--- src/rtl/core/cnld_pkg.sv ---
package cnld_pkg;

  // Shared divider geometry: dividend holds 100 * 64-bit value, divisor one 64-bit word
  localparam int DIV_NUM_W = 71;
  localparam int DIV_DEN_W = 64;
  localparam int DIV_CNT_W = 7;

  localparam logic [DIV_CNT_W-1:0] STEPS_FULL = 7'd71;
  localparam logic [DIV_CNT_W-1:0] STEPS_WORD = 7'd64;

  typedef struct packed {
    logic                 start;
    logic [DIV_CNT_W-1:0] steps;
  } div_req_t;

  // Configuration register indexes
  localparam logic [1:0] CFG_LINK_SPEED = 2'd0;
  localparam logic [1:0] CFG_THRESHOLD  = 2'd1;
  localparam logic [1:0] CFG_PERIOD     = 2'd2;

  localparam logic [16:0] LINK_SPEED_RST = 17'd1000;
  localparam logic [6:0]  THRESHOLD_RST  = 7'd5;
  localparam logic [7:0]  PERIOD_RST     = 8'd10;

  localparam int LINK_SHIFT = 17;

  localparam logic [6:0] CPU_CAP = 7'd100;
  localparam logic [9:0] NET_CAP = 10'd1000;

  localparam logic signed [7:0]  RPT_RST_CPU = -8'sd100;
  localparam logic signed [10:0] RPT_RST_NET = -11'sd100;

endpackage

--- src/rtl/core/cnld_div.sv ---
module cnld_div (
  input  logic                              clk,
  input  logic                              rst_n,
  input  cnld_pkg::div_req_t                req,
  input  logic [cnld_pkg::DIV_NUM_W-1:0]    num,
  input  logic [cnld_pkg::DIV_DEN_W-1:0]    den,
  output logic                              done,
  output logic [cnld_pkg::DIV_NUM_W-1:0]    quo
);

  localparam int NW = cnld_pkg::DIV_NUM_W;
  localparam int DW = cnld_pkg::DIV_DEN_W;
  localparam int CW = cnld_pkg::DIV_CNT_W;

  logic                          busy_r;
  logic                          done_r;
  logic [cnld_pkg::DIV_CNT_W-1:0] cnt_r;
  logic [NW-1:0]                 num_r;
  logic [DW-1:0]                 den_r;
  logic [DW-1:0]                 rem_r;
  logic [NW-1:0]                 quo_r;

  logic [DW:0]   rem_shift;
  logic [DW:0]   rem_diff;
  logic          qbit;
  logic [DW-1:0] rem_nxt;

  // Restoring division, one quotient bit a cycle, dividend taken from the top
  assign rem_shift = {rem_r, num_r[NW-1]};
  assign rem_diff  = rem_shift - {1'b0, den_r};
  assign qbit      = (rem_shift >= {1'b0, den_r});
  assign rem_nxt   = qbit ? rem_diff[DW-1:0] : rem_shift[DW-1:0];

  always_ff @(posedge clk) begin
    if (!rst_n) begin
      busy_r <= 1'b0;
      done_r <= 1'b0;
      cnt_r  <= '0;
    end else begin
      done_r <= 1'b0;
      if (req.start) begin
        busy_r <= 1'b1;
        cnt_r  <= req.steps;
      end else if (busy_r) begin
        cnt_r <= cnt_r - 1'b1;
        if (cnt_r == CW'(1)) begin
          busy_r <= 1'b0;
          done_r <= 1'b1;
        end
      end
    end
  end

  always_ff @(posedge clk) begin
    if (req.start) begin
      num_r <= num;
      den_r <= den;
      rem_r <= '0;
      quo_r <= '0;
    end else if (busy_r) begin
      num_r <= {num_r[NW-2:0], 1'b0};
      rem_r <= rem_nxt;
      quo_r <= {quo_r[NW-2:0], qbit};
    end
  end

  assign done = done_r;
  assign quo  = quo_r;

endmodule

--- src/rtl/core/cpu_net_load_deadband_monitor.sv ---
// CPU and link load monitor. Each accepted word is one sample of cumulative tick and byte
// counters; one result word follows with CPU busy percent and receive/transmit link load
// percent, each with a report flag raised when the value leaves the deadband around the last
// reported value. A sample first sums its TICK_COUNTERS tick counters, then takes up to five
// passes of a shared restoring divider that yields one quotient bit per cycle (71 quotient
// bits for each percent division, 64 for each byte-rate division). in_ready is high only
// between samples; a finished result waits in the output register while the next sample is
// taken. Configuration writes are taken in any cycle and should be made while the block is idle.
module cpu_net_load_deadband_monitor_core #(
  parameter int TICK_COUNTERS = 10
) (
  input  logic        clk,
  input  logic        rst_n,

  input  logic        in_valid,
  output logic        in_ready,
  input  logic [63:0] in_ticks_user,
  input  logic [63:0] in_ticks_nice,
  input  logic [63:0] in_ticks_system,
  input  logic [63:0] in_ticks_idle,
  input  logic [63:0] in_ticks_iowait,
  input  logic [63:0] in_ticks_irq,
  input  logic [63:0] in_ticks_softirq,
  input  logic [63:0] in_ticks_steal,
  input  logic [63:0] in_ticks_guest,
  input  logic [63:0] in_ticks_guest_nice,
  input  logic [63:0] in_rx_byte_count,
  input  logic [63:0] in_tx_byte_count,

  output logic        out_valid,
  input  logic        out_ready,
  output logic [6:0]  out_cpu_load_pct,
  output logic        out_cpu_report,
  output logic [9:0]  out_rx_load_pct,
  output logic        out_rx_report,
  output logic [9:0]  out_tx_load_pct,
  output logic        out_tx_report,

  input  logic        cfg_valid,
  output logic        cfg_ready,
  input  logic [1:0]  cfg_index,
  input  logic [16:0] cfg_data
);

  localparam int CNT_W = (TICK_COUNTERS > 1) ? $clog2(TICK_COUNTERS) : 1;
  localparam int NW    = cnld_pkg::DIV_NUM_W;
  localparam int DW    = cnld_pkg::DIV_DEN_W;

  localparam logic [3:0] S_IDLE     = 4'd0;
  localparam logic [3:0] S_SUM      = 4'd1;
  localparam logic [3:0] S_DELTA    = 4'd2;
  localparam logic [3:0] S_BUSY     = 4'd3;
  localparam logic [3:0] S_CPU      = 4'd4;
  localparam logic [3:0] S_CPU_WAIT = 4'd5;
  localparam logic [3:0] S_CPU_DB   = 4'd6;
  localparam logic [3:0] S_RX_GO    = 4'd7;
  localparam logic [3:0] S_RX_Q     = 4'd8;
  localparam logic [3:0] S_RX_P     = 4'd9;
  localparam logic [3:0] S_RX_DB    = 4'd10;
  localparam logic [3:0] S_TX_GO    = 4'd11;
  localparam logic [3:0] S_TX_Q     = 4'd12;
  localparam logic [3:0] S_TX_P     = 4'd13;
  localparam logic [3:0] S_TX_DB    = 4'd14;
  localparam logic [3:0] S_DONE     = 4'd15;

  function automatic logic [NW-1:0] mul100(input logic [63:0] a);
    logic [NW-1:0] ax;
    ax = {7'b0, a};
    return (ax << 6) + (ax << 5) + (ax << 2);
  endfunction

  function automatic logic deadband_hit(input logic [9:0] load,
                                        input logic signed [10:0] last,
                                        input logic [6:0] thr);
    logic signed [11:0] diff;
    logic [11:0]        mag;
    diff = $signed({2'b0, load}) - $signed({last[10], last});
    mag  = diff[11] ? 12'(-diff) : 12'(diff);
    return mag > {5'b0, thr};
  endfunction

  logic [3:0]        state_r, state_nxt;
  logic [CNT_W-1:0]  cnt_r;
  logic [63:0]       tick_r [TICK_COUNTERS];
  logic [63:0]       rx_r, tx_r;
  logic [63:0]       sum_r;
  logic [63:0]       dt_r, di_r, bz_r;

  logic [63:0]       prev_total_r, prev_idle_r, prev_rx_r, prev_tx_r;
  logic [6:0]        held_cpu_r;
  logic [9:0]        held_rx_r, held_tx_r;
  logic signed [7:0] rpt_cpu_r;
  logic signed [10:0] rpt_rx_r, rpt_tx_r;
  logic              cpu_rep_r, rx_rep_r, tx_rep_r;

  logic [16:0]       speed_r;
  logic [6:0]        thr_r;
  logic [7:0]        period_r;

  logic              out_valid_r;
  logic [6:0]        out_cpu_r;
  logic [9:0]        out_rx_r, out_tx_r;
  logic              out_cpu_rep_r, out_rx_rep_r, out_tx_rep_r;

  cnld_pkg::div_req_t div_req;
  logic [NW-1:0]     div_num;
  logic [DW-1:0]     div_den;
  logic              div_done;
  logic [NW-1:0]     div_quo;

  logic [7:0]        period_eff;
  logic [16:0]       speed_eff;
  logic [DW-1:0]     link_den;
  logic [6:0]        cpu_sat;
  logic [9:0]        net_sat;
  logic              in_fire, out_fire;

  assign in_ready   = (state_r == S_IDLE);
  assign in_fire    = in_valid && in_ready;
  assign out_fire   = out_valid_r && out_ready;
  assign cfg_ready  = 1'b1;

  assign period_eff = (period_r == 8'd0) ? 8'd1 : period_r;
  assign speed_eff  = (speed_r == 17'd0) ? 17'd1 : speed_r;
  assign link_den   = {{(DW - 17 - cnld_pkg::LINK_SHIFT){1'b0}}, speed_eff,
                       {cnld_pkg::LINK_SHIFT{1'b0}}};

  assign cpu_sat = (div_quo > {{(NW-7){1'b0}}, cnld_pkg::CPU_CAP}) ? cnld_pkg::CPU_CAP
                                                                  : div_quo[6:0];
  assign net_sat = (div_quo > {{(NW-10){1'b0}}, cnld_pkg::NET_CAP}) ? cnld_pkg::NET_CAP
                                                                   : div_quo[9:0];

  // Sequencer and divider launch
  always_comb begin
    state_nxt     = state_r;
    div_req.start = 1'b0;
    div_req.steps = cnld_pkg::STEPS_FULL;
    div_num       = mul100(bz_r);
    div_den       = dt_r;
    unique case (state_r) inside
      S_IDLE: begin
        if (in_fire) state_nxt = S_SUM;
      end
      S_SUM: begin
        if (cnt_r == CNT_W'(TICK_COUNTERS - 1)) state_nxt = S_DELTA;
      end
      S_DELTA: state_nxt = S_BUSY;
      S_BUSY:  state_nxt = S_CPU;
      S_CPU: begin
        if (prev_total_r != 64'd0 && dt_r != 64'd0) begin
          div_req.start = 1'b1;
          state_nxt     = S_CPU_WAIT;
        end else begin
          state_nxt = S_CPU_DB;
        end
      end
      S_CPU_WAIT: begin
        if (div_done) state_nxt = S_CPU_DB;
      end
      S_CPU_DB: state_nxt = S_RX_GO;
      S_RX_GO, S_TX_GO: begin
        if (prev_rx_r != 64'd0) begin
          div_req.start = 1'b1;
          div_req.steps = cnld_pkg::STEPS_WORD;
          div_num       = (state_r == S_RX_GO) ? {rx_r - prev_rx_r, 7'b0}
                                               : {tx_r - prev_tx_r, 7'b0};
          div_den       = {{(DW-8){1'b0}}, period_eff};
          state_nxt     = (state_r == S_RX_GO) ? S_RX_Q : S_TX_Q;
        end else begin
          state_nxt = S_DONE;
        end
      end
      S_RX_Q, S_TX_Q: begin
        div_num = mul100(div_quo[63:0]);
        div_den = link_den;
        if (div_done) begin
          div_req.start = 1'b1;
          state_nxt     = (state_r == S_RX_Q) ? S_RX_P : S_TX_P;
        end
      end
      S_RX_P: begin
        if (div_done) state_nxt = S_RX_DB;
      end
      S_RX_DB: state_nxt = S_TX_GO;
      S_TX_P: begin
        if (div_done) state_nxt = S_TX_DB;
      end
      S_TX_DB: state_nxt = S_DONE;
      S_DONE: begin
        if (!out_valid_r || out_ready) state_nxt = S_IDLE;
      end
      default: state_nxt = S_IDLE;
    endcase
  end

  cnld_div u_div (
    .clk  (clk),
    .rst_n(rst_n),
    .req  (div_req),
    .num  (div_num),
    .den  (div_den),
    .done (div_done),
    .quo  (div_quo)
  );

  // Control and state
  always_ff @(posedge clk) begin
    if (!rst_n) begin
      state_r      <= S_IDLE;
      cnt_r        <= '0;
      prev_total_r <= '0;
      prev_idle_r  <= '0;
      prev_rx_r    <= '0;
      prev_tx_r    <= '0;
      held_cpu_r   <= '0;
      held_rx_r    <= '0;
      held_tx_r    <= '0;
      rpt_cpu_r    <= cnld_pkg::RPT_RST_CPU;
      rpt_rx_r     <= cnld_pkg::RPT_RST_NET;
      rpt_tx_r     <= cnld_pkg::RPT_RST_NET;
      cpu_rep_r    <= 1'b0;
      rx_rep_r     <= 1'b0;
      tx_rep_r     <= 1'b0;
      speed_r      <= cnld_pkg::LINK_SPEED_RST;
      thr_r        <= cnld_pkg::THRESHOLD_RST;
      period_r     <= cnld_pkg::PERIOD_RST;
      out_valid_r  <= 1'b0;
    end else begin
      state_r <= state_nxt;

      if (cfg_valid && cfg_ready) begin
        case (cfg_index)
          cnld_pkg::CFG_LINK_SPEED: speed_r  <= cfg_data;
          cnld_pkg::CFG_THRESHOLD:  thr_r    <= cfg_data[6:0];
          cnld_pkg::CFG_PERIOD:     period_r <= cfg_data[7:0];
          default: ;
        endcase
      end

      if (in_fire) begin
        cnt_r     <= '0;
        cpu_rep_r <= 1'b0;
        rx_rep_r  <= 1'b0;
        tx_rep_r  <= 1'b0;
      end else if (state_r == S_SUM) begin
        cnt_r <= cnt_r + 1'b1;
      end

      if (state_r == S_CPU_WAIT && div_done) held_cpu_r <= cpu_sat;
      if (state_r == S_RX_P && div_done)     held_rx_r  <= net_sat;
      if (state_r == S_TX_P && div_done)     held_tx_r  <= net_sat;

      // Deadband: report and record when the load moves past the threshold
      if (state_r == S_CPU_DB && prev_total_r != 64'd0 &&
          deadband_hit({3'b0, held_cpu_r}, 11'(rpt_cpu_r), thr_r)) begin
        cpu_rep_r <= 1'b1;
        rpt_cpu_r <= $signed({1'b0, held_cpu_r});
      end
      if (state_r == S_RX_DB && deadband_hit(held_rx_r, rpt_rx_r, thr_r)) begin
        rx_rep_r <= 1'b1;
        rpt_rx_r <= $signed({1'b0, held_rx_r});
      end
      if (state_r == S_TX_DB && deadband_hit(held_tx_r, rpt_tx_r, thr_r)) begin
        tx_rep_r <= 1'b1;
        rpt_tx_r <= $signed({1'b0, held_tx_r});
      end

      if (state_r == S_DONE && (!out_valid_r || out_ready)) begin
        out_valid_r  <= 1'b1;
        prev_total_r <= sum_r;
        prev_idle_r  <= tick_r[3];
        prev_rx_r    <= rx_r;
        prev_tx_r    <= tx_r;
      end else if (out_fire) begin
        out_valid_r <= 1'b0;
      end
    end
  end

  // Payload
  always_ff @(posedge clk) begin
    if (in_fire) begin
      tick_r[0] <= in_ticks_user;
      tick_r[1] <= in_ticks_nice;
      tick_r[2] <= in_ticks_system;
      tick_r[3] <= in_ticks_idle;
      if (TICK_COUNTERS > 4)  tick_r[4 % TICK_COUNTERS] <= in_ticks_iowait;
      if (TICK_COUNTERS > 5)  tick_r[5 % TICK_COUNTERS] <= in_ticks_irq;
      if (TICK_COUNTERS > 6)  tick_r[6 % TICK_COUNTERS] <= in_ticks_softirq;
      if (TICK_COUNTERS > 7)  tick_r[7 % TICK_COUNTERS] <= in_ticks_steal;
      if (TICK_COUNTERS > 8)  tick_r[8 % TICK_COUNTERS] <= in_ticks_guest;
      if (TICK_COUNTERS > 9)  tick_r[9 % TICK_COUNTERS] <= in_ticks_guest_nice;
      rx_r  <= in_rx_byte_count;
      tx_r  <= in_tx_byte_count;
      sum_r <= '0;
    end else if (state_r == S_SUM) begin
      sum_r <= sum_r + tick_r[cnt_r];
    end

    if (state_r == S_DELTA) begin
      dt_r <= sum_r - prev_total_r;
      di_r <= tick_r[3] - prev_idle_r;
    end
    if (state_r == S_BUSY) bz_r <= dt_r - di_r;

    if (state_r == S_DONE && (!out_valid_r || out_ready)) begin
      out_cpu_r     <= held_cpu_r;
      out_rx_r      <= held_rx_r;
      out_tx_r      <= held_tx_r;
      out_cpu_rep_r <= cpu_rep_r;
      out_rx_rep_r  <= rx_rep_r;
      out_tx_rep_r  <= tx_rep_r;
    end
  end

  assign out_valid        = out_valid_r;
  assign out_cpu_load_pct = out_cpu_r;
  assign out_cpu_report   = out_cpu_rep_r;
  assign out_rx_load_pct  = out_rx_r;
  assign out_rx_report    = out_rx_rep_r;
  assign out_tx_load_pct  = out_tx_r;
  assign out_tx_report    = out_tx_rep_r;

endmodule
--- config.mk ---
export PLATFORM = sky130hd
export DESIGN_NAME = cpu_net_load_deadband_monitor_core
export DESIGN_NICKNAME = d
export VERILOG_FILES = /design/src/rtl/core/cnld_pkg.sv /design/src/rtl/core/cnld_div.sv /design/src/rtl/core/cpu_net_load_deadband_monitor.sv
export SDC_FILE = /design/constraint.sdc
export NUM_CORES = 2
export LEC_CHECK = 0
export BUFFER_PORTS_ARGS = -buffer_cell sky130_fd_sc_hd__buf_2
export CAP_MARGIN = 10
export CELL_PAD_IN_SITES_DETAIL_PLACEMENT = 0
export CELL_PAD_IN_SITES_GLOBAL_PLACEMENT = 2
export CORE_ASPECT_RATIO = 0.7
export CORE_MARGIN = 2
export CORE_UTILIZATION = 36
export CTS_CLUSTER_SIZE = 16
export DETAILED_ROUTE_END_ITERATION = 10
export GPL_TIMING_DRIVEN = 0
export PLACE_DENSITY_LB_ADDON = 0.1
export SYNTH_ARGS = -nofsm -noshare
export SYNTH_HDL_FRONTEND = slang
export SYNTH_SLANG_ARGS = --single-unit
export TNS_END_PERCENT = 5
--- constraint.sdc ---
create_clock -name clk -period 22.4 [get_ports clk]
set_input_delay 1.12 -clock clk [delete_from_list [all_inputs] [get_ports clk]]
set_output_delay 1.12 -clock clk [all_outputs]
set_load 0.02 [all_outputs]
Word level (Yosys, flattened, before mapping)
Memories as Yosys holds them, arrays and structs flattened. A register that Yosys moved wholly into a read port is not among the register bits.
Index checks and enable logic that the tools add are counted.
{ "totals": {"ram_bits": 640, "output_inout_bits": 33, "reg_bits": 1050, "word_cells": 173, "memories": 1} }
{ "op_classes": {"add_sub_neg": 19, "order_cmp": 6, "n_mux": 48, "n_reduce_logical": 33, "bitwise": 2, "eq_ne": 26} }
{ "memory_table": {"columns": ["memory", "depth", "word_bits", "rd", "rd_ports_with_merged_regs", "write_ports", "line", "source"], "rows": [
  ["tick_r", 10, 64, 2, 1, 10, "cpu_net_load_deadband_monitor.sv:84", "logic [63:0] tick_r [TICK_COUNTERS];"]
]} }
{ "ops": {"columns": ["op", "n"], "rows": [
  ["$sub A64 B64 Y64", 6],
  ["$mux W71", 4],
  ["$reduce_bool A64 Y1", 3],
  ["$add A70 B69 Y71", 2],
  ["$add A71 B66 Y71", 2],
  ["$pmux W71 S2", 1],
  ["$mux W64", 2],
  ["$pmux W64 S2", 1],
  ["$gt A71 B10 Y1 const B", 1],
  ["$gt A71 B7 Y1 const B", 1],
  ["$ge A65 B64 Y1", 1],
  ["$add A64 B64 Y64", 1],
  ["$pmux W4 S14", 1],
  ["$eq A4 B4 Y1 const B", 9],
  ["$gt A12 B7 Y1", 3],
  ["$mux W12", 3],
  ["$mux W4", 9],
  ["$mux W7", 4],
  ["$neg A12 Y12", 2],
  ["$sub A11 B11 Y12", 2],
  ["$logic_not A17 Y1", 1],
  ["$mux W17", 1],
  ["$eq A4 B3 Y1 const B", 4],
  ["$mux W8", 2],
  ["28 further kinds", 68]
]} }

Depth between registers and ports, before layout
{ "depth": {"word_depth": 6, "depth_mapped": 26, "ltp_nobuf": 25} }

By module
From an unflattened synthesis, not the netlist that was laid out.
{ "unflattened": {"hier_cells": 10419, "hier_area_um2": 103972.2} }
{ "by_module_without_submodules": {"columns": ["module", "seq_area_each_um2", "n_inst", "cells_per_inst", "area_each_um2"], "rows": [
  ["cpu_net_load_deadband_monitor_core", 38236.7, 1, 8918, 89276.9],
  ["cnld_div", 6936.7, 1, 1501, 14695.3]
]} }

Worst setup path after synthesis
Ideal clock, no wire load.
{ "synth_path": {"path_type": "register to register", "start": "register state_r[1]", "end": "register rx_r[0], enable pin", "path_buffers": 3, "setup_ps": 1433, "period_less_slack_ps": 24067, "setup_slack_ps": -1667, "required_ps": 20967, "t_arrival_ps": 22634, "stages_incl_launch_ff": 7, "path_cell_list": "dfxtp_1 clkbuf_1 clkbuf_1 nor4_1 nand2_1 inv_1 clkbuf_1"} }
{ "synth_between": {"elab_chain_cells": 2} }
{ "synth_lines": {"columns": ["item", "line", "source"], "rows": [
  ["start: declaration", "cpu_net_load_deadband_monitor.sv:82", "logic [3:0] state_r, state_nxt;"],
  ["start signal: assignment", "cpu_net_load_deadband_monitor.sv:229", "state_r <= state_nxt;"],
  ["$logic_not A4 Y1", "cpu_net_load_deadband_monitor.sv:118", "assign in_ready = (state_r == S_IDLE);"],
  ["via in_ready", "cpu_net_load_deadband_monitor.sv:16", "output logic in_ready,"],
  ["$logic_and A1 B1 Y1", "cpu_net_load_deadband_monitor.sv:119", "assign in_fire = in_valid && in_ready;"],
  ["via in_fire", "cpu_net_load_deadband_monitor.sv:116", "logic in_fire, out_fire;"],
  ["end signal: assignment", "cpu_net_load_deadband_monitor.sv:293", "rx_r <= in_rx_byte_count;"],
  ["end: declaration", "cpu_net_load_deadband_monitor.sv:85", "logic [63:0] rx_r, tx_r;"]
]} }
The timed path passes the listed nets, and every way through them passes these cells.
A chain may end at the register's enable or synchronous reset.

==> results.sh <==
export IMPL_cts_setup_buffers=0
export IMPL_nets=13039
export IMPL_ctsHoldBuffers=0
export IMPL_path_class="flip-flop to flip-flop"
export IMPL_syn_cell_area_mm2=0.103
export IMPL_holdPathEnd="tick_r[0][63]"
export IMPL_synth_edff_count=1123
export IMPL_regMostFlops="tick_r"
export IMPL_coreArea_mm2=0.285
export IMPL_vias=84471
export IMPL_status="finished, final reports clean"
export IMPL_ctsHtreeMaxLevel=4
export IMPL_crit_fanout=10
export IMPL_rr_endpoint="sum_r[56]"
export IMPL_maxSlewViolCount=0
export IMPL_cts_resized=0
export IMPL_drcViolationCount=0
export IMPL_synth_seq_cells=1692
export IMPL_worstMarginPinSlew_ns=1.38
export IMPL_synthFlopType="edfxtp_1"
export IMPL_synth_net_count=11982
export IMPL_dr_pass1_iters=9
export IMPL_routed_via_density=5.48
export IMPL_min_path_type="input pin to flip-flop"
export IMPL_largest_reg_flops=640
export IMPL_syn_to_final_growth_pct=15.5
export IMPL_syn_inst=10349
export IMPL_place_gp_congestion=0.966
export IMPL_grt_pass1_vias=80222
export IMPL_routed_wl_mm=396
export IMPL_cts_tree="built"
export IMPL_die_x_um=643
export IMPL_rsz0062_at_grt="false"
export IMPL_synth_top_family_by_area="compound AO/OA/AOI/OAI gates"
export IMPL_clk_pin_slew_ns=0.07
export IMPL_cts_root_buf="clkbuf_16"
export IMPL_synth_compound_area_share_pct=18.4
export IMPL_leakage_nw=45.9
export IMPL_peakVddDrop_mv=0.0630
export IMPL_place_hpwl_mm=326
export IMPL_cts_path_max_buffers=4
export IMPL_synth_area_mux_share_pct=4.65
export IMPL_drt_wirelength_per_cell_um=25.7
export IMPL_clock_fmax_ghz=0.121
export IMPL_grt_usage_pct=26.5
export IMPL_final_cells=15407
export IMPL_core_rowCount=164
export IMPL_place_port_buffers=822
export IMPL_clock_latency_ns=0.90
export IMPL_slew_headroom_pct=7.97
export IMPL_avgSynthCellArea_um2=9.94
export IMPL_dieArea_mm2=0.290
export IMPL_antenna_found_initial=92
export IMPL_r2r_cells=21
export IMPL_cts_inserted_buffers=189
export IMPL_die_y_um=451
export IMPL_grt_max_degree=126
export IMPL_synth_xor_area_share_pct=4.65
export IMPL_fin_crit_sh_pct=36.9
export IMPL_finalCriticalPeriod_ns=8.27
export IMPL_drive_gt1_share_pct=12.0
export IMPL_synth_fa_ha_area_share_pct=11.2
export IMPL_cts_sinks=1692
export IMPL_start_util_pct=36.1
export IMPL_drt_iter0_drc=8178
export IMPL_grt_pass1_wl_mm=564
export IMPL_pin_count=825
export IMPL_dp_cells=15028
export IMPL_synthSimpleGateAreaFrac_pct=12.9
export IMPL_maxCapViolCount=0
export IMPL_fin_tns_setup_ns=0
export IMPL_r2r_slack_ns=14.13
export IMPL_ant_nets=0
export IMPL_critPathCaptureType="flip-flop"
export IMPL_worstSetupStartpointType="flip-flop"
export IMPL_seq_area_frac_synth_pct=43.9
export IMPL_hold_path_startpoint="in_ticks_user[63]"
export IMPL_cp_arrival_ns=9.02
export IMPL_grt_ovfl_total=0
export IMPL_hold_violations=0
export IMPL_power_density_mw_per_mm2=102
export IMPL_cp_required_ns=23.15
export IMPL_final_setup_skew_ns=0.0899
export IMPL_worstHoldPathCells=1
export IMPL_setup_viol=0
export IMPL_yosysUniqueCellTypes=106
export IMPL_async_flop_share_pct=0
export IMPL_yosys_warnings=0
## Yosys cell counts (all sizes together), types with 57 or more instances
| cell | n | area share, % |
|---|---|---|
| a211oi | 179 | 1.4 |
| a21boi | 302 | 2.2 |
| a21o | 335 | 2.4 |
| a21oi | 862 | 4.2 |
| a31oi | 96 | 0.60 |
| and2 | 82 | 0.50 |
| and3 | 65 | 0.40 |
| buf | 58 | 0.28 |
| clkbuf | 434 | 1.6 |
| dfxtp | 569 | 11 |
| edfxtp | 1123 | 33 |
| fa | 132 | 2.6 |
| ha | 709 | 8.6 |
| inv | 672 | 2.5 |
| mux2i | 173 | 1.7 |
| mux4 | 129 | 2.8 |
| nand2 | 1186 | 4.3 |
| nand2b | 68 | 0.41 |
| nand3 | 194 | 0.94 |
| nand4 | 148 | 0.90 |
| nor2 | 647 | 2.4 |
| nor2b | 176 | 1.1 |
| nor3 | 102 | 0.50 |
| nor4 | 88 | 0.54 |
| o211ai | 57 | 0.42 |
| o21a | 80 | 0.58 |
| o21ai | 455 | 2.2 |
| o21bai | 101 | 0.74 |
| o22ai | 62 | 0.38 |
| xnor2 | 334 | 2.8 |
| xor2 | 212 | 1.8 |
## kinds of logic (layout without fill, tap and decap cells)
family / Yosys count / count (layout)
AOI/OAI and AO/OA: 2904 / 2904
and+or+nand+nor: 2884 / 2884
DFF: 1692 / 1692
buffers and inverters: 1166 / 2372
adders and majority gates: 841 / 841
xor gates and xnor gates: 546 / 546
muxes: 315 / 315
other: 1 / 35
## where the power goes
group | internal [W] | switching, W
sequential | 0.00397 | 0.000343
combinational | 0.00167 | 0.00289
clock | 0.00184 | 0.00137
## area by class of cell
cell class / instances / area (µm²)
inverters: 674 / 2530
repair buffers: 866 / 4840
plain buffers: 492 / 1950
flip-flops and latches: 1692 / 45100
fillers: 28277 / 166000
well taps: 3818 / 4780
diodes: 34 / 85.1
multi-input cells: 7491 / 53300
clock buffers: 243 / 5130
clock inverters: 97 / 1060
## cells in the final DEF (no fill, tap or decap), types with 335 or more instances in the layout
| cell | instances |
|---|---|
| dfxtp_1 | 569 |
| nor2_1 | 646 |
| buf_2 | 834 |
| a21oi_1 | 862 |
| inv_1 | 671 |
| nand2_1 | 1186 |
| o21ai_0 | 405 |
| a21o_1 | 335 |
| edfxtp_1 | 1123 |
| ha_1 | 709 |
| clkbuf_1 | 462 |
## worst max-delay path, cell delays in order, from the launching register on
cell       delay (ns)
dfxtp_1          0.40
buf_2            0.55
clkbuf_2         0.37
buf_2            0.60
buf_1            0.85
mux2i_1          0.17
a21oi_1          0.79
ha_1             0.47
inv_1            0.10
fa_1             0.40
nor2b_1          0.16
o21ai_0          0.13
a21boi_0         0.33
o31ai_1          0.15
nand3_1          0.17
nand2_1          0.17
o2111ai_1        0.55
nand3_1          0.30
a31oi_1          0.63
o2111ai_1        0.24
a21o_1           0.22
a32o_1           0.24
## routing by layer
layer  up-vias  global-route usage (%)  share of wire (%)
met2      2716                    37.3                 40
met5         -                       0               0.10
met1     41449                    40.8                 50
met4        64                    5.55                2.1
li1      39808                       -                  -
met3       434                    5.85                7.9
## worst max path at each step
stage,startpoint,endpoint,slack (ns),depth (start not counted)
floorplan,state_r[1],rx_r[0],10.08,6
global placement,in_valid,tick_r[4][60],6.16,4
detailed placement,flip-flop,sum_r[56],14.16,21
CTS,flip-flop,sum_r[56],14.08,21
global route,flip-flop,sum_r[56],13.73,21
finish,flip-flop,sum_r[56],14.13,21
## per-stage QoR
step	utilization [%]	total power [W]	cell area [µm²]	hold WS (ns)	worst slack [ns]
2_1_floorplan	-	0.00739	103000	0.408	10.08
3_3_place_gp	39.2	0.00912	112000	0.424	6.16
3_5_place_dp	39.5	0.00887	112000	0.430	14.16
4_1_cts	41.7	0.0121	119000	0.312	14.08
5_1_grt	41.7	0.0127	119000	0.331	13.73
6_report	41.7	0.0121	119000	0.389	14.13
No activity file was read; power rests on OpenSTA's default activity.
